`src/rtl/tsq_pkg.sv`:
```
`timescale 1ns / 1ps
`default_nettype none

package tsq_pkg;

    // Item operation codes
    typedef enum logic {
        OP_TICK  = 1'b0,
        OP_WRITE = 1'b1
    } op_t;

    // Configuration register indexes
    typedef enum logic {
        CFG_SONG_LENGTH = 1'b0,
        CFG_NOTE_TICKS  = 1'b1
    } cfg_reg_t;

    localparam int unsigned CHANNELS   = 4;
    localparam int unsigned PERIOD_W   = 16;
    localparam int unsigned POS_W      = 8;
    localparam int unsigned LENGTH_W   = 9;
    localparam int unsigned TICKS_W    = 16;
    localparam int unsigned CFG_DATA_W = 16;

    localparam logic [LENGTH_W-1:0] SONG_LENGTH_RESET = 9'd256;
    localparam logic [TICKS_W-1:0]  NOTE_TICKS_RESET  = 16'h3d09;

    // One song entry: channel periods and the gates of channels 1 and 2
    typedef struct packed {
        logic [CHANNELS-1:0][PERIOD_W-1:0] period;
        logic [1:0]                        gate;
    } entry_t;

    // One result item
    typedef struct packed {
        logic             level;
        logic [1:0]       sel;
        logic [POS_W-1:0] pos;
    } result_t;

endpackage

`default_nettype wire

```
`src/rtl/tsq_out_buf.sv`:
```
`timescale 1ns / 1ps
`default_nettype none

module tsq_out_buf (
    input  wire logic             clk,
    input  wire logic             rst_n,
    input  wire logic             push,
    input  wire tsq_pkg::result_t push_data,
    input  wire logic             out_stall,
    output logic                  full,
    output logic                  out_valid,
    output tsq_pkg::result_t      out_data
);

    logic             main_valid_reg;
    logic             skid_valid_reg;
    tsq_pkg::result_t main_reg;
    tsq_pkg::result_t skid_reg;
    logic             pop;

    assign pop       = main_valid_reg && !out_stall;
    assign full      = skid_valid_reg;
    assign out_valid = main_valid_reg;
    assign out_data  = main_reg;

    // Valid flags
    always_ff @(posedge clk or negedge rst_n)
    begin
        if (!rst_n)
        begin
            main_valid_reg <= 1'b0;
            skid_valid_reg <= 1'b0;
        end
        else if (skid_valid_reg)
        begin
            if (pop)
            begin
                skid_valid_reg <= 1'b0;
            end
        end
        else if (push)
        begin
            if (main_valid_reg && !pop)
            begin
                skid_valid_reg <= 1'b1;
            end
            else
            begin
                main_valid_reg <= 1'b1;
            end
        end
        else if (pop)
        begin
            main_valid_reg <= 1'b0;
        end
    end

    // Payload: refill main from skid, else load the new item
    always_ff @(posedge clk)
    begin
        if (skid_valid_reg)
        begin
            if (pop)
            begin
                main_reg <= skid_reg;
            end
        end
        else if (push)
        begin
            if (main_valid_reg && !pop)
            begin
                skid_reg <= push_data;
            end
            else
            begin
                main_reg <= push_data;
            end
        end
    end

`ifndef ASSERT_OFF
    // Skid holds an item only behind a full main stage
    a_skid_behind_main: assert property (@(posedge clk) disable iff (!rst_n)
        skid_valid_reg |-> main_valid_reg)
        else $error("skid full while main empty");

    // Skid fills only when main was stalled
    a_skid_fill: assert property (@(posedge clk) disable iff (!rst_n)
        $rose(skid_valid_reg) |-> $past(main_valid_reg && out_stall && push))
        else $error("skid filled without a stall");
`endif

endmodule

`default_nettype wire

```
`config.mk`:
```
export PLATFORM = sky130hd
export DESIGN_NAME = tsq_out_buf
export DESIGN_NICKNAME = d
export VERILOG_FILES = /design/src/rtl/tsq_pkg.sv /design/src/rtl/tsq_out_buf.sv
export SDC_FILE = /design/constraint.sdc
export NUM_CORES = 1
export LEC_CHECK = 0
export ABC_AREA = 1
export BUFFER_PORTS_ARGS = -buffer_cell sky130_fd_sc_hd__buf_2
export CAP_MARGIN = 30
export CORE_MARGIN = 10
export CORE_UTILIZATION = 50
export CTS_BUF_LIST = sky130_fd_sc_hd__clkbuf_4 sky130_fd_sc_hd__clkbuf_8
export DETAILED_ROUTE_END_ITERATION = 16
export PLACE_DENSITY = 0.9
export REMOVE_ABC_BUFFERS = 1
export SYNTH_ARGS = -nofsm -noshare
export SYNTH_HDL_FRONTEND = slang
export SYNTH_SLANG_ARGS = --single-unit
export TNS_END_PERCENT = 1
```
`constraint.sdc`:
```
create_clock -name clk -period 1.63 [get_ports clk]
set_clock_uncertainty 0.05 [all_clocks]
set_input_delay 0.326 -clock clk [delete_from_list [all_inputs] [get_ports clk]]
set_output_delay 0.326 -clock clk [all_outputs]
set_load 0.005 [all_outputs]
```
# Word level (Yosys, flattened, before mapping)
# Cells that the tools add are included.
# totals
inputBits,15
ff_bits,24
word_cells,32
output_inout_bits,13
# op_classes
reduce_logical,9
n_eq_ne,3
n_mux,11
bitwise_logic,1
# op_table
op,count
11-bit two-way mux,4
3-bit AND reduction,3
1-bit two-way mux,7
2-bit inequality test (second input constant),2
2-bit nonzero test,2
1-bit logical AND,2
1-bit zero test,2
2-bit by 1-bit inequality test with 1-bit output (second input constant),1
1-bit inverter,1

# Depth between registers and ports, before layout
# logic_depth
depth_word,7
depth_mapped,5
mapped_depth_nobuf,4

# Least setup slack after synthesis
# Ideal clock, no wire load.
# synth_path
kind,flip-flop to flip-flop
start,register skid_valid_reg (netlist: full)
end,"register main_reg, in the netlist out_data[0], enable pin"
required_time_ps,1202
setup_slack_ps,97
path_buffers,1
setup_time_ps,378
stages_incl_launch_ff,5
synth_period_minus_slack_ps,1533
t_arrival_ps,1104
cell_sequence,dfrtp_1 -> buf_6 -> nand2_1 -> nand2_1 -> nor2_1
# synth_via
elab_chain_len,2
word_cells_on_any_way,4
cone_classes,eq/ne: 2; reduce/logical: 2
# synth_lines
item,line_no,source
from (decl),tsq_out_buf.sv:16,logic skid_valid_reg;
from (signal assigned),tsq_out_buf.sv:32,skid_valid_reg <= 1'b0;
from (signal assigned),tsq_out_buf.sv:38,skid_valid_reg <= 1'b0;
from (signal assigned),tsq_out_buf.sv:45,skid_valid_reg <= 1'b1;
2-bit by 1-bit inequality test with 1-bit output (no line) (tied with other cells),n/a,
3-bit AND reduction (no line) (*),n/a,
to (signal assigned),tsq_out_buf.sv:65,main_reg <= skid_reg;
to (signal assigned),tsq_out_buf.sv:76,main_reg <= push_data;
to (decl),tsq_out_buf.sv:17,tsq_pkg::result_t main_reg;
# Mark *: on every way between the ends. The rest lies on a longest branch, timed or not.
# A chain may end at the register's enable or synchronous reset.

# Final worst setup path
# layout_path
start,register skid_valid_reg (netlist: full)
end,output full
# layout_lines
item,line_no,source
to (decl),tsq_out_buf.sv:10,"output logic full,"
# No word-level cell between the ends.

==> metrics.md <==
| Metric | Value |
|---|---|
| Crit path kind | register to primary output |
| Num CTS Buffers | 3 |
| Root cell of the clock tree | clkbuf_4 |
| Max-slew violations | 0 |
| Avg Cell Area, Syn | ~12 um^2 |
| Setup TNS | 0 ns |
| Post-synth design cell area | 940 um^2 |
| WP data required | 1.25 ns |
| Port bufs | 27 |
| Core ar. | 1750 um^2 |
| Warnings from Yosys | 0 |
| Mapped Cells | 79 |
| Internal power | 1.19 mW |
| Post-CTS setup repair buffer count | 0 |
| Clk_lat worst skew | 0.29 ns |
| CP max stage cell | dfrtp_2 |
| Routed len/inst | 13.1 um |
| Vias in the first global route | 663 |
| Reg clk slew, reported paths | 0.12 ns |
| Detailed-route via count | 631 |
| Largest net degree at the start of global routing | 14 |
| CP startpoint kind | register |
| Via density | between 4 and 5 |
| 1st-iter DRT viols | 26 |
| DP Area | approximately 1100 um^2 |
| Total wire length | between 1500 and 2000 um |
| Slew HR | between 70% and 80% |
| Clk sink count | 24 |
| RSZ-0062 raised after global routing | no |
| Period utilization | 91.5% |
| Synth-to-layout area growth | 20.1% |
| Ant diodes | 0 |
| Hold crit path type | input pin to register |
| CTS tree | built |
| H-tree levels | 1 |
| All-Layer GR Usage | 9.11% |
| Die ar. | roughly 4000 um^2 |
| Most frequent cells in the layout | nand2_1, buf_2, edfxtp_1 |
| Cells after DPL | 130 |
| Initial Utilization | 53.8% |
| Area of the multi-input gates | 176 um^2 |
| Post-route ant nets | 0 |
| Psw | roughly 530 uW |
| Cell Pwr Density | between 1500 and 2000 nW/um^2 |
| Synth Register Bits | 24 |
| Buf+Inv Stages, Crit Path | 2 |
| Switching share of power | 30.9% |
| Netlist cell types | 10 |
| Die height | 63.4 um |
| Final hold vios | 0 |
| Fin cells | about 140 |
| Worst Path Arrival | 1.12 ns |
| Slew of the pin with the lowest slew margin | between 0.4 and 0.5 ns |
| FP Rows | 15 |
| Clk pwr share | 14.2% |
| Max-cap violations | 0 |
| Routability Congestion | about 0.75 |
| CP Capture Type | primary output |
| First-pass GRT wire length | 2960 um |
| Gate power share | 29.0% |
| Util after Layout | 64.7% |
| Die width | 63.4 um |
| Slowest stage delay, CP | ~0.5 ns |
| DP Wirelength | 1360 um |
| Commonest non-fill, non-tap cell in the layout | nand2_1 |
| Clock buffer depth | 2 |
| # DRC | 0 |
| Final period demand of the worst path | 1.49 ns |
| Worst-path maximum fanout | 11 |
| Nets | ~130 |
| Fin area | ~1100 um^2 |
| Register area share after synthesis | 75.6% |
| P_leak | around 0.53 nW |
| Final setup viols | 0 |
| Share of cells above drive strength 1 | roughly a third |
| Status | complete, no violations |
| Initial antenna violation count | 0 |
| Cell family with most CP delay | flip-flops |
| Fmax achieved | 670 MHz |
| Reg power frac | 56.9% |
| CP Cell Sequence | buf_4 -> buf_2 |
| Fillers | approximately 140 |
| Grt total ovfl | 0 |
| I/O pin count | 28 |
| 1st-pass router iterations | 4 |
| Reg area | 712 um^2 |
| Worst VDD drop | 931 uV |
## power groups by stage
stage	registers, mW	logic (mW)	clock network, mW
after floorplan	1.03	0.206	0
after global placement	0.987	0.488	0
after detailed placement	0.996	0.505	0
after CTS	0.980	0.510	0.255
after global routing	1.00	0.575	0.290
final	0.983	0.500	0.245
## Yosys cell counts
library cell  instances  area, um^2
buf_6                 2        22.5
dfrtp_1               2        50.1
edfxtp_1             22         661
inv_2                 1        3.75
nand2_1              41         154
nand2_2               1        6.26
nand3_1               1        5.00
nor2_1                3        11.3
inv_1                 5        18.8
buf_4                 1        7.51
## layout make-up
class	instances	area share, %
Multi-Input combinational cell	46	15.6
Inverter	6	2.00
Tap cell	25	2.77
Timing Repair Buffer	30	14.2
Clock inverter	1	0.333
Sequential cell	24	63.1
Clock buffer	3	2.00
## per-stage QoR
| stage | hold WS [ns] | total power [mW] | worst slack, ns |
|---|---|---|---|
| after global placement | 0.0617 | 1.48 | 0.267 |
| final | 0.161 | 1.73 | 0.138 |
| after CTS | 0.153 | 1.75 | 0.0451 |
| after detailed placement | 0.0629 | 1.50 | 0.162 |
| after global routing | 0.135 | 1.87 | 0.0716 |
| after floorplan | -0.0196 | 1.23 | 0.00712 |
## path summary, 6_finish.rpt
check                                  start          end  slack (ns)  cells after the start
worst max register to register          full  skid_reg[1]        0.20                      3
max in group asynchronous              rst_n         full        1.16                      2
worst max-delay path                    full         full        0.14                      2
worst min register to register   skid_reg[2]  out_data[2]        0.48                      2
worst min-delay path            push_data[8]  skid_reg[8]        0.16                      1
min in group asynchronous              rst_n    out_valid        0.27                      2
## worst register-to-register path, stage by stage, from the launching register on
cell	delay (ns)
dfrtp_2	0.50
nor2_1	0.13
nand2_1	0.07
inv_1	0.34
## per-layer routing
layer,vias up,track usage [%],routed length [um]
met5,-,0,0
met4,0,4.64,34
met3,4,4.24,144
met2,27,14.8,864
met1,283,9.62,728
li1,317,-,-
## cells by family (layout without fill, tap and decap cells)
family | after synthesis | count (layout) | synth area share (%)
buffers and inverters | 9 | 40 | 5.59
DFF | 24 | 24 | 75.6
and+or+nand+nor | 46 | 46 | 18.8
## repair_timing
item / CTS / global route
endpoints found under the hold margin: 2 / 0
setup endpoints to repair: 0 / 1
resized for setup: 0 / 1
hold buffers: 1 / 0
Power figures use the tool's default switching activity.
