[src/rtl/tsq_pkg.sv]
`timescale 1ns / 1ps
`default_nettype none

package tsq_pkg;

    // Item operation codes
    typedef enum logic {
        OP_TICK  = 1'b0,
        OP_WRITE = 1'b1
    } op_t;

    // Configuration register indexes
    typedef enum logic {
        CFG_SONG_LENGTH = 1'b0,
        CFG_NOTE_TICKS  = 1'b1
    } cfg_reg_t;

    localparam int unsigned CHANNELS   = 4;
    localparam int unsigned PERIOD_W   = 16;
    localparam int unsigned POS_W      = 8;
    localparam int unsigned LENGTH_W   = 9;
    localparam int unsigned TICKS_W    = 16;
    localparam int unsigned CFG_DATA_W = 16;

    localparam logic [LENGTH_W-1:0] SONG_LENGTH_RESET = 9'd256;
    localparam logic [TICKS_W-1:0]  NOTE_TICKS_RESET  = 16'h3d09;

    // One song entry: channel periods and the gates of channels 1 and 2
    typedef struct packed {
        logic [CHANNELS-1:0][PERIOD_W-1:0] period;
        logic [1:0]                        gate;
    } entry_t;

    // One result item
    typedef struct packed {
        logic             level;
        logic [1:0]       sel;
        logic [POS_W-1:0] pos;
    } result_t;

endpackage

`default_nettype wire

[src/rtl/tsq_tone_core.sv]
`timescale 1ns / 1ps
`default_nettype none

module tsq_tone_core (
    input  wire logic                               clk,
    input  wire logic                               rst_n,
    input  wire logic                               tick,
    input  wire logic                               cfg_we,
    input  wire logic                               cfg_sel,
    input  wire logic [tsq_pkg::CFG_DATA_W-1:0]     cfg_wdata,
    input  wire tsq_pkg::entry_t                    entry,
    output logic [tsq_pkg::POS_W-1:0]               pos_next,
    output tsq_pkg::result_t                        result
);

    logic [tsq_pkg::CHANNELS-1:0][tsq_pkg::PERIOD_W-1:0] phase_reg;
    logic [tsq_pkg::CHANNELS-1:0][tsq_pkg::PERIOD_W-1:0] phase_next;
    logic [tsq_pkg::CHANNELS-1:0]                        levels_reg;
    logic [tsq_pkg::CHANNELS-1:0]                        levels_next;
    logic [tsq_pkg::CHANNELS-1:0]                        gated;
    logic [tsq_pkg::POS_W-1:0]                           pos_reg;
    logic [tsq_pkg::TICKS_W-1:0]                         dur_reg;
    logic [tsq_pkg::TICKS_W-1:0]                         dur_next;
    logic [1:0]                                          mod3_reg;
    logic [1:0]                                          mod3_next;
    logic [tsq_pkg::LENGTH_W-1:0]                        song_length_reg;
    logic [tsq_pkg::TICKS_W-1:0]                         note_ticks_reg;
    logic [tsq_pkg::LENGTH_W-1:0]                        pos_inc;
    logic [1:0]                                          sel;

    // Configuration registers
    always_ff @(posedge clk or negedge rst_n)
    begin
        if (!rst_n)
        begin
            song_length_reg <= tsq_pkg::SONG_LENGTH_RESET;
            note_ticks_reg  <= tsq_pkg::NOTE_TICKS_RESET;
        end
        else if (cfg_we)
        begin
            case (cfg_sel)
                tsq_pkg::CFG_SONG_LENGTH: song_length_reg <= cfg_wdata[tsq_pkg::LENGTH_W-1:0];
                tsq_pkg::CFG_NOTE_TICKS:  note_ticks_reg  <= cfg_wdata;
                default:                  note_ticks_reg  <= note_ticks_reg;
            endcase
        end
    end

    // Gate channels 1 and 2 by stored bits, 3 and 4 by a nonzero period
    assign gated = {|entry.period[3], |entry.period[2], entry.gate};

    // Advance phases, duration and song position
    always_comb
    begin
        phase_next  = phase_reg;
        levels_next = levels_reg;
        dur_next    = dur_reg;
        mod3_next   = mod3_reg;
        pos_next    = pos_reg;
        pos_inc     = {1'b0, pos_reg} + 9'd1;
        if (tick)
        begin
            for (int ch = 0; ch < tsq_pkg::CHANNELS; ch++)
            begin
                if (phase_reg[ch] > {1'b0, entry.period[ch][tsq_pkg::PERIOD_W-1:1]})
                begin
                    phase_next[ch] = '0;
                    if (gated[ch])
                    begin
                        levels_next[ch] = !levels_reg[ch];
                    end
                end
                else
                begin
                    phase_next[ch] = phase_reg[ch] + 16'd1;
                end
            end
            if (dur_reg < note_ticks_reg)
            begin
                dur_next  = dur_reg + 16'd1;
                mod3_next = (mod3_reg == 2'd2) ? 2'd0 : mod3_reg + 2'd1;
            end
            else
            begin
                dur_next  = '0;
                mod3_next = 2'd0;
                if (pos_inc >= song_length_reg || pos_inc[tsq_pkg::POS_W])
                begin
                    pos_next = '0;
                end
                else
                begin
                    pos_next = pos_inc[tsq_pkg::POS_W-1:0];
                end
            end
        end
    end

    // Pick the channel from the updated duration
    always_comb
    begin
        if (dur_next[1:0] == 2'd0)
        begin
            sel = 2'd0;
        end
        else if (mod3_next == 2'd0)
        begin
            sel = 2'd1;
        end
        else if (!dur_next[0])
        begin
            sel = 2'd2;
        end
        else
        begin
            sel = 2'd3;
        end
    end

    assign result.level = levels_next[sel];
    assign result.sel   = sel;
    assign result.pos   = pos_next;

    // State registers
    always_ff @(posedge clk or negedge rst_n)
    begin
        if (!rst_n)
        begin
            phase_reg  <= '0;
            levels_reg <= '0;
            pos_reg    <= '0;
            dur_reg    <= '0;
            mod3_reg   <= 2'd0;
        end
        else
        begin
            phase_reg  <= phase_next;
            levels_reg <= levels_next;
            pos_reg    <= pos_next;
            dur_reg    <= dur_next;
            mod3_reg   <= mod3_next;
        end
    end

`ifndef ASSERT_OFF
    // Residue counter never leaves 0..2
    a_mod3_range: assert property (@(posedge clk) disable iff (!rst_n)
        mod3_reg != 2'd3)
        else $error("duration residue out of range");

    // Position moves only on a duration restart
    a_pos_on_wrap: assert property (@(posedge clk) disable iff (!rst_n)
        !$stable(pos_reg) |-> (dur_reg == '0 && mod3_reg == 2'd0))
        else $error("song position moved without duration restart");
`endif

endmodule

`default_nettype wire

[config.mk]
export PLATFORM = sky130hd
export DESIGN_NAME = tsq_tone_core
export DESIGN_NICKNAME = d
export VERILOG_FILES = /design/src/rtl/tsq_pkg.sv /design/src/rtl/tsq_tone_core.sv
export SDC_FILE = /design/constraint.sdc
export NUM_CORES = 1
export LEC_CHECK = 0
export BUFFER_PORTS_ARGS = -buffer_cell sky130_fd_sc_hd__buf_2
export CORE_MARGIN = 2
export CORE_UTILIZATION = 63
export DETAILED_ROUTE_END_ITERATION = 16
export PLACE_DENSITY = 0.86
export SYNTH_ARGS = -nofsm -noshare
export SYNTH_HDL_FRONTEND = slang
export SYNTH_SLANG_ARGS = --single-unit
[constraint.sdc]
create_clock -name clk -period 4.1 [get_ports clk]
set_input_delay 0 -clock clk [delete_from_list [all_inputs] [get_ports clk]]
set_output_delay 0 -clock clk [all_outputs]
set_load 0.005 [all_outputs]
# Word level (Yosys, flattened, before mapping)
# Index checks and enable logic that the tools add are counted.
dict set report word_totals {
  out_inout_bits 19
  input_bits 87
  wordCells 64
  reg_bits 119
}
dict set report classes {
  reduce_logical 11
  n_eq_ne 1
  muxes 26
  bitwise 1
  n_addsub 7
  order_cmp 7
}
# operator count
set ops {}
lappend ops {{16-bit by 1-bit adder with 16-bit output, second input constant} 5}
lappend ops {{16-bit two-way mux} 5}
lappend ops {{16-bit by 15-bit greater-than comparator with 1-bit output} 4}
lappend ops {{16-bit OR reduction} 2}
lappend ops {{8-bit two-way mux} 3}
lappend ops {{16-bit less-than comparator} 1}
lappend ops {{2-bit two-way mux} 6}
lappend ops {{1-bit two-way mux} 10}
lappend ops {{8-bit by 1-bit adder with 9-bit output, second input constant} 1}
lappend ops {{9-bit >= comparator} 1}
lappend ops {{1-bit zero test} 4}
lappend ops {{2-bit zero test} 2}
lappend ops {{4-bit two-way mux} 1}
lappend ops {{2-bit AND reduction} 2}
lappend ops {{2-bit by 3-bit less-than comparator with 1-bit output, second input constant} 1}
lappend ops {{2-bit by 1-bit adder with 2-bit output, second input constant} 1}
lappend ops {{1-bit binary-select mux with 2-bit select} 1}
lappend ops {{2-bit == test, second input constant} 1}
lappend ops {{1-bit logical OR} 1}
lappend ops {{1-bit inverter} 1}

# Depth between registers and ports, before layout
# Gate-level depths: netlist of run 1.
dict set report logic_depth {
  depth_word 9
  mapped_depth 11
  ltp_nobuf 9
}

# Worst setup path before layout of run 1
# Ideal clock, no wire load.
dict set report synth_path {
  path_type {register -> output}
  startpoint {register note_ticks_reg[13] (netlist bit)}
  endpoint {output result[0] (netlist bit)}
  required_time_ns 4.100
  stages_incl_launch_ff 12
  setup_slack_ns 1.766
  t_arrival_ns 2.334
  cell_sequence {dfstp_2 inv_1 ha_1 nand4_1 nor3_1 nand4_1 o211ai_2 buf_6 nand3b_1 a211oi_2 mux2_2 buf_4}
}
dict set report synth_between {
  elab_chain_cells 3
}
# element line_no
set synth_rtl {}
lappend synth_rtl {{start: declaration} tsq_tone_core.sv:27} ;# logic [tsq_pkg::TICKS_W-1:0] note_ticks_reg;
lappend synth_rtl {{start signal: assignment} tsq_tone_core.sv:37} ;# note_ticks_reg <= tsq_pkg::NOTE_TICKS_RESET;
lappend synth_rtl {{start signal: assignment} tsq_tone_core.sv:43} ;# tsq_pkg::CFG_NOTE_TICKS: note_ticks_reg <= cfg_wdata;
lappend synth_rtl {{start signal: assignment} tsq_tone_core.sv:44} ;# default: note_ticks_reg <= note_ticks_reg;
lappend synth_rtl {{16-bit less-than comparator} tsq_tone_core.sv:78} ;# if (dur_reg < note_ticks_reg)
lappend synth_rtl {{8-bit two-way mux} tsq_tone_core.sv:78}
lappend synth_rtl {{8-bit two-way mux} tsq_tone_core.sv:61} ;# if (tick)
lappend synth_rtl {{end: declaration} tsq_tone_core.sv:13} ;# output tsq_pkg::result_t result
# Every way passes these cells.

==> results.json, run 1 <==
{
  "r2r_start": "note_ticks_reg[13]$_DFFE_PN1P_",
  "power_mw": 3.88,
  "start_util": 0.647,
  "grt_setup_unrepaired": "no",
  "port_buffers": 103,
  "first_pass_iters": 5,
  "ff2ff_path_depth": 9,
  "cp-end-kind": "output pin",
  "max_freq_mhz": 301,
  "worstSetupPathType": "flip-flop to output pin",
  "rows": 40,
  "slew_viol_final": 0,
  "yosys_most_used_dff": "dfrtp_1",
  "cp-start-kind": "flip-flop",
  "reg2reg_slack_ns": 1.25,
  "grt_antenna_before_repair": 0,
  "ir_drop_v": 0.000309,
  "tightest_slew_ns": 1.00,
  "slew_headroom": 0.332,
  "status": "finished clean",
  "drt-total-wl_mm": 17.0,
  "cts_buffer_depth": 2,
  "drtIter0Drc": 363,
  "period_minus_slack_ns": 3.32,
  "crit_start": "note_ticks_reg[13]$_DFFE_PN1P_",
  "skew_ns": 0.00794,
  "antenna_cells": 0,
  "wl_per_cell_um": 15.2,
  "yosysWarningCount": 0,
  "cts_sinks": 119,
  "die_area_um2": 13200,
  "viasPerCell": 5.73,
  "period_share": 0.809,
  "ant_nets": 0,
  "cts-root-buf": "clkbuf_16",
  "max_cap_viol_count": 0,
  "tritoncts": "yes",
  "core_um2": 12000,
  "setup_viol": 0,
  "syn_avg_cell_area_um2": 9.21,
  "power_density_nw_per_um2": 425,
  "clk_latency_ns": 0.41,
  "r2r_end": "pos_reg[1]$_DFF_PN0_",
  "grt_pass1_vias": 6462,
  "hold_viol": 0,
  "syn_inst": 844,
  "grt_usage": 0.279,
  "grt_overflow": 0,
  "drc": 0,
  "vias": 6421,
  "setup_tns_ns": 0,
  "postCtsSetupRepairBufs": 0,
  "place_congestion": 0.832,
  "synthToLayoutAreaGrowth_pct": 17.6,
  "grt_start_max_net_pins": 57,
  "power_leakage_nw": 4.74,
  "syn-num-nets": 1021,
  "syn_area_um2": 7770,
  "synth_edf_count": 0,
  "largest_reg_flops": 64,
  "crit_fanout": 11,
  "synth_seq_area_share": 0.384,
  "fin_util": 0.761,
  "dp.cells": 1071,
  "finalNetCount": 1138,
  "ys_ff_latch": 119,
  "numCtsBuffers": 17,
  "holdCritPathClass": "primary input to asynchronous set/reset pin",
  "cp_data_arrival_time_ns": 3.32,
  "ioPinCount": 106,
  "grt_pass1_wl_mm": 29.6,
  "die_x_um": 115,
  "die_h_um": 115,
  "path_clk_slew_ns": 0.06,
  "cts.htree.levels": 4,
  "drive_above_1_share": 0.183,
  "synthArstFlopShare": 1.00,
  "crit_required_ns": 4.10,
  "stdcell_count": 1121,
  "hpwlAfterDp_mm": 11.9,
  "yosysUniqueCellTypes": 66
}
-- routing by layer --
metal | wire length [um] | vias to the layer above | global-route usage
met3 | 715 | 30 | 0.0590
met5 | 0 | - | 0
met2 | 8330 | 167 | 0.467
li1 | - | 3156 | -
met4 | 284 | 0 | 0.0900
met1 | 7710 | 3068 | 0.365
-- worst max path at each step --
| stage | to | slack, ns | cells after the start |
|---|---|---|---|
| 2_1_floorplan | result[0] | 1.77 | 11 |
| 3_3_place_gp | pos_next[0] | 1.31 | 10 |
| 3_5_place_dp | pos_next[3] | 1.20 | 10 |
| 4_1_cts | pos_next[3] | 0.75 | 10 |
| 5_1_grt | pos_next[3] | 0.54 | 10 |
| 6_report | result[1] | 0.78 | 10 |
-- cells in the mapped netlist, types with 3 or more instances --
library cell,instances,area share
a211o_1,4,0.0045
a211oi_1,4,0.0039
a21o_1,5,0.0048
a21oi_1,27,0.017
a22o_1,4,0.0045
a31oi_1,9,0.0072
a32o_1,3,0.0039
and2_1,6,0.0048
and3_1,22,0.018
buf_2,3,0.0019
buf_4,8,0.0077
clkbuf_1,13,0.0063
dfrtp_1,111,0.36
dfstp_2,8,0.027
ha_1,90,0.14
inv_1,96,0.046
mux2_2,19,0.028
nand2_1,72,0.035
nand2b_1,9,0.0072
nand3_1,25,0.016
nand3b_1,3,0.0029
nand4_1,31,0.025
nand4b_1,3,0.0034
nor2_1,91,0.044
nor2b_1,7,0.0056
nor3_1,6,0.0039
nor4_1,11,0.0089
o211ai_1,3,0.0029
o21ai_0,31,0.020
o22ai_1,3,0.0024
o2bb2ai_1,5,0.0056
o31ai_1,4,0.0039
or2_2,3,0.0024
or3_1,4,0.0032
xnor2_1,25,0.028
xor2_1,43,0.048
-- layout make-up --
| type | count | area [um^2] |
|---|---|---|
| multi-input combinational | 603 | 4280 |
| fill | 835 | 2880 |
| tap | 147 | 184 |
| inverter | 96 | 360 |
| clock buffer | 19 | 443 |
| timing repair buffer | 124 | 721 |
| clock inverter | 13 | 156 |
| sequential | 119 | 2990 |
-- logic make-up after synthesis --
logic type,count (synthesis),share of synthesized area
xor+xnor,68,0.0766
compound gates,124,0.110
flops,119,0.384
buf+inv,122,0.0642
simple gates,299,0.186
fa+ha+maj,90,0.145
mux,22,0.0330
-- repair_timing --
item / 4_1_cts / 5_1_grt
hold endpoints to repair: 59 / 0
hold buffers: 18 / 0
resized for setup: 0 / 0
-- through the flow --
step	setup WS, ns	area, um^2	hold slack (ns)
2_1_floorplan	1.77	7770	-0.296
5_1_grt	0.541	9140	0.0931
4_1_cts	0.754	9140	0.0427
3_3_place_gp	1.31	8360	-0.0374
6_report	0.782	9140	0.0597
3_5_place_dp	1.20	8360	-0.0376
-- power breakdown --
part           total [mW]  switching, mW  internal [mW]
Sequential           1.57          0.213           1.36
Clock                1.51          0.541          0.966
Combinational       0.805          0.420          0.385
Total                3.88           1.18           2.71
-- placed cells by master, fill, tap and decap left out, drive strengths merged, types with 7 or more instances in the layout --
cell type	netlist	layout
nor4	11	11
o21ai	32	32
dfstp	8	8
nor2b	7	7
nand2b	9	9
dlygate4sd3	0	18
a21oi	27	27
buf	13	106
inv	96	96
xor2	43	43
nor2	91	91
a31oi	10	10
clkbuf	13	19
nand2	73	73
xnor2	25	25
mux2	19	19
dfrtp	111	111
and3	22	22
nand4	31	31
nand3	25	25
ha	90	90
-- worst max-delay path, cell delays in order, from the launching register on --
cell and delay (ns):
dfstp_2 0.52, inv_1 0.04, ha_1 0.28, nand4_1 0.13
nor3_1 0.29, nand4_1 0.16, o211ai_2 0.54, nand3b_1 0.16
a211oi_2 0.41, a22o_1 0.24, buf_2 0.13
Note: power is estimated with default switching activity, not from simulation.
==> run 2: changes to the inputs <==
CORE_UTILIZATION = 59   (was 63)
PLACE_DENSITY = 0.82   (was 0.86)
clock period = 3.3 ns   (was 4.1 ns; I/O delays follow)
==> results.json, run 2 (same netlist as run 1, synthesis figures left out) <==
{
  "cts_buffer_depth": 2,
  "tightest_slew_ns": 0.693,
  "cts.htree.levels": 4,
  "antenna_cells": 0,
  "holdPathStages": 5,
  "worst_path_dominant_cell_family": "compound AO/OA/AOI/OAI gates",
  "slowest_delay_ns": 0.52,
  "numCtsBuffers": 17,
  "power_leakage_nw": 4.79,
  "tritoncts": "yes",
  "cp_slowest_cell": "dfstp_2",
  "synthToLayoutAreaGrowth_pct": 19.4,
  "slew_viol_final": 0,
  "drtIter0Drc": 434,
  "cp-end-kind": "output pin",
  "period_minus_slack_ns": 3.10,
  "status": "finished clean",
  "ff2ff_path_depth": 9,
  "first_pass_iters": 5,
  "reg2reg_slack_ns": 0.67,
  "grt_usage": 0.255,
  "rows": 41,
  "largest_reg_flops": 64,
  "final_common_cell": "dfrtp_1",
  "holdCritPathClass": "primary input to flip-flop",
  "vias": 6377,
  "ir_drop_v": 0.000445,
  "critical_path_buf_inv_count": 3,
  "die_area_um2": 14100,
  "setup_viol": 0,
  "hold_path_end": "song_length_reg[8]$_DFFE_PN1P_",
  "place_congestion": 0.804,
  "viasPerCell": 5.56,
  "cts-root-buf": "clkbuf_16",
  "cp_data_arrival_time_ns": 3.10,
  "r2r_start": "note_ticks_reg[13]$_DFFE_PN1P_",
  "cp-start-kind": "flip-flop",
  "drt-total-wl_mm": 17.2,
  "finalNetCount": 1139,
  "core_um2": 12700,
  "fillers": 949,
  "skew_ns": 0.0139,
  "path_clk_slew_ns": 0.06,
  "wl_per_cell_um": 15.0,
  "setup_tns_ns": 0,
  "crit_required_ns": 3.30,
  "die_h_um": 119,
  "mostFrequentLayoutCells": "dfrtp_1 (111), buf_2 (102), inv_1 (96), nor2_1 (91), ha_1 (90)",
  "max_cap_viol_count": 0,
  "stdcell_count": 1147,
  "crit_path_cell_trace": "inv_1 -> ha_1 -> nand4_1 -> nor3_2 -> nand4_1 -> o211ai_4 -> buf_4 -> o32ai_2 -> a32oi_1 -> a2bb2oi_2 -> buf_2",
  "clk_latency_ns": 0.41,
  "start_util": 0.611,
  "grt_pass1_vias": 6478,
  "worstSetupPathType": "flip-flop to output pin",
  "crit_fanout": 8,
  "port_buffers": 103,
  "ant_nets": 0,
  "hold_viol": 0,
  "max_freq_mhz": 322,
  "grt_start_max_net_pins": 84,
  "drc": 0,
  "hpwlAfterDp_mm": 11.7,
  "hold_start": "cfg_sel",
  "power_density_nw_per_um2": 540,
  "period_share": 0.940,
  "path_depth": 11,
  "die_x_um": 119,
  "grt_setup_unrepaired": "no",
  "grt_pass1_wl_mm": 29.4,
  "ioPinCount": 106,
  "path_common_cell": "nand4_1",
  "grt_antenna_before_repair": 0,
  "dp.cells": 1096,
  "cts_sinks": 119,
  "r2r_end": "pos_reg[5]$_DFF_PN0_",
  "grt_overflow": 0,
  "drive_above_1_share": 0.187,
  "slew_headroom": 0.537
}
## run 2: through the flow
stage	worst slack (ns)	power, mW	hold WS [ns]	utilization	instance area, um^2
after floorplan	0.966	2.59	-0.296	-	7770
after global placement	0.528	2.85	-0.00556	0.660	8400
after detailed placement	0.526	2.91	-0.00121	0.660	8400
after CTS	0.0278	5.00	0.0193	0.727	9240
after global routing	0.0202	5.29	0.0720	0.729	9280
final	0.198	5.01	0.0242	0.729	9280
## run 2: power by group
group,total [mW],internal (mW),switching (mW)
registers,1.94,1.68,0.258
logic,1.00,0.479,0.524
clock network,2.07,1.40,0.668
total,5.01,3.56,1.45
## run 2: timing repair
action	4_1_cts	5_1_grt
setup endpoints to repair	0	17
hold endpoints to repair	62	0
resized for setup	0	4
hold buffers	18	0
buffers inserted	0	1
## run 2: layout make-up
cell class                      count  area (um^2)  area share
Multi-Input combinational cell    603         4310       0.465
Sequential cell                   119         2990       0.322
Timing Repair Buffer              125          741      0.0798
Clock buffer                       20          467      0.0503
Inverter                           96          360      0.0388
Tap cell                          172          215      0.0232
Clock inverter                     12          196      0.0212
## run 2: worst register-to-register path: cells and delay by family (launching register included)
family          cells  cell delay, ns
fa+ha+maj           1            0.31
flops               1            0.52
buf+inv             1            0.04
compound gates      3            0.89
simple gates        4            0.81
## run 2: metal layers
metal  up-vias  global-route usage  wire [um]
met2       149               0.429       8460
met1      3056               0.330       7770
met4         0              0.0781        293
met5         -                   0          0
met3        20              0.0521        703
li1       3152                   -          -
## run 2: worst max-delay path by stage
| stage | from | endpoint | slack [ns] |
|---|---|---|---|
| 6_report | note_ticks_reg[13]$_DFFE_PN1P_ | result[10] | 0.20 |
| 3_5_place_dp | note_ticks_reg[13]$_DFFE_PN1P_ | pos_next[0] | 0.53 |
| 4_1_cts | note_ticks_reg[13]$_DFFE_PN1P_ | pos_next[0] | 0.03 |
| 5_1_grt | note_ticks_reg[13]$_DFFE_PN1P_ | result[3] | 0.02 |
| 2_1_floorplan | note_ticks_reg[13]$_DFFE_PN1P_ | result[0] | 0.97 |
| 3_3_place_gp | note_ticks_reg[13]$_DFFE_PN1P_ | result[0] | 0.53 |
==> run 3: changes to the inputs <==
CORE_UTILIZATION = 40   (was 59)
PLACE_DENSITY = unset   (was 0.82)
==> results.json, run 3 (same netlist as run 1, synthesis figures left out) <==
{
  "status": "finished clean",
  "cts.htree.levels": 4,
  "die_area_um2": 20600,
  "cp-end-kind": "output pin",
  "cts_sinks": 119,
  "period_share": 0.946,
  "power_density_nw_per_um2": 522,
  "die_x_um": 143,
  "clk_latency_ns": 0.42,
  "path_clk_slew_ns": 0.06,
  "grt_setup_unrepaired": "yes",
  "holdCritPathClass": "primary input to flip-flop",
  "hpwlAfterDp_mm": 12.1,
  "max_freq_mhz": 320,
  "viasPerCell": 4.94,
  "mostFrequentLayoutCells": "dfrtp_1 (111), buf_2 (102), inv_1 (96), nor2_1 (91), ha_1 (90)",
  "drtIter0Drc": 264,
  "cp_data_arrival_time_ns": 3.12,
  "antenna_cells": 0,
  "cp_slowest_cell": "dfstp_2",
  "setup_tns_ns": 0,
  "port_buffers": 103,
  "fillers": 1830,
  "rows": 50,
  "final_common_cell": "dfrtp_1",
  "crit_path_cell_trace": "inv_1 -> ha_1 -> a211oi_1 -> nor2_1 -> a211oi_1 -> o211ai_4 -> buf_4 -> o32ai_2 -> mux2i_1 -> a2bb2oi_2 -> buf_2",
  "drc": 0,
  "grt_pass1_wl_mm": 27.8,
  "first_pass_iters": 5,
  "grt_usage": 0.167,
  "vias": 6108,
  "numCtsBuffers": 17,
  "grt_pass1_vias": 5947,
  "cts-root-buf": "clkbuf_16",
  "largest_reg_flops": 64,
  "ioPinCount": 106,
  "die_h_um": 143,
  "hold_slack_ns": 0.0390,
  "slew_viol_final": 0,
  "cp-start-kind": "flip-flop",
  "grt_antenna_before_repair": 0,
  "crit_required_ns": 3.30,
  "drive_above_1_share": 0.185,
  "drt-total-wl_mm": 16.1,
  "grt_start_max_net_pins": 74,
  "setup_viol": 0,
  "tightest_slew_ns": 0.666,
  "finalNetCount": 1141,
  "hold_viol": 0,
  "place_congestion": 0.780,
  "worstSetupPathType": "flip-flop to output pin",
  "grt_overflow": 0,
  "slew_headroom": 0.555,
  "cts_buffer_depth": 2,
  "ant_nets": 0,
  "path_common_cell": "a211oi_1",
  "synthToLayoutAreaGrowth_pct": 20.5,
  "ir_drop_v": 0.000342,
  "start_util": 0.411,
  "max_cap_viol_count": 0,
  "tritoncts": "yes",
  "power_leakage_nw": 4.78,
  "slowest_delay_ns": 0.52,
  "wl_per_cell_um": 13.0,
  "period_minus_slack_ns": 3.12,
  "crit_fanout": 9,
  "core_um2": 18900,
  "skew_ns": 0.0104
}
[run 3: power by group]
part           internal, mW  leakage (nW)  switching, mW  total [mW]
Sequential             1.68          1.54          0.247        1.93
Combinational         0.474          2.94          0.487       0.961
Clock                  1.29         0.303          0.705        1.99
Total                  3.45          4.78           1.44        4.89
[run 3: per-layer routing]
metal	vias up	wire length, um	track usage
met5	-	0	0
met4	0	157	0.0480
met3	10	482	0.0363
met2	71	7360	0.266
met1	2872	8100	0.228
li1	3155	-	-
[run 3: path summary, 6_finish.rpt]
path	startpoint	slack, ns	depth (start not counted)	to
min in group asynchronous	rst_n	0.13	2	phase_reg[42]$_DFFE_PN0P_
max in group asynchronous	rst_n	2.31	3	note_ticks_reg[13]$_DFFE_PN1P_
min reg2reg	levels_reg[1]$_DFF_PN0_	0.48	1	levels_reg[1]$_DFF_PN0_
max	note_ticks_reg[13]$_DFFE_PN1P_	0.18	11	result[10]
min	cfg_sel	0.04	5	song_length_reg[8]$_DFFE_PN1P_
max reg2reg	note_ticks_reg[13]$_DFFE_PN1P_	0.70	9	dur_reg[10]$_DFFE_PN0P_
[run 3: layout make-up]
cell class,count,area [um^2],area share
Multi-Input combinational cell,603,4290,0.458
Sequential cell,119,2990,0.319
Timing Repair Buffer,127,758,0.0810
Clock buffer,18,439,0.0469
Inverter,96,360,0.0385
Tap cell,260,325,0.0347
Clock inverter,14,200,0.0214
[run 3: critical path: cells and delay by family (launching register included)]
kind | cells | cell delay [ns]
AOI/OAI and AO/OA | 5 | 1.16
buffers and inverters | 3 | 0.39
muxes | 1 | 0.26
and+or+nand+nor | 1 | 0.09
adders and majority gates | 1 | 0.28
DFF | 1 | 0.52
[run 3: what timing repair did]
action | 4_1_cts | 5_1_grt
setup buffers | 0 | 1
endpoints found under the setup margin | 0 | 16
endpoints found under the hold margin | 68 | 0
hold buffers | 19 | 0
gates resized for setup | 0 | 1
[run 3: metrics by stage]
step	setup slack (ns)	utilization	instances	power (mW)	instance area (um^2)
floorplan	0.966	-	844	2.59	7770
global placement	0.479	0.451	1185	2.88	8520
detailed placement	0.473	0.451	1185	2.90	8520
CTS	0.0232	0.495	1236	4.95	9350
global route	-0.0545	0.496	1237	5.21	9360
finish	0.177	0.496	1237	4.89	9360
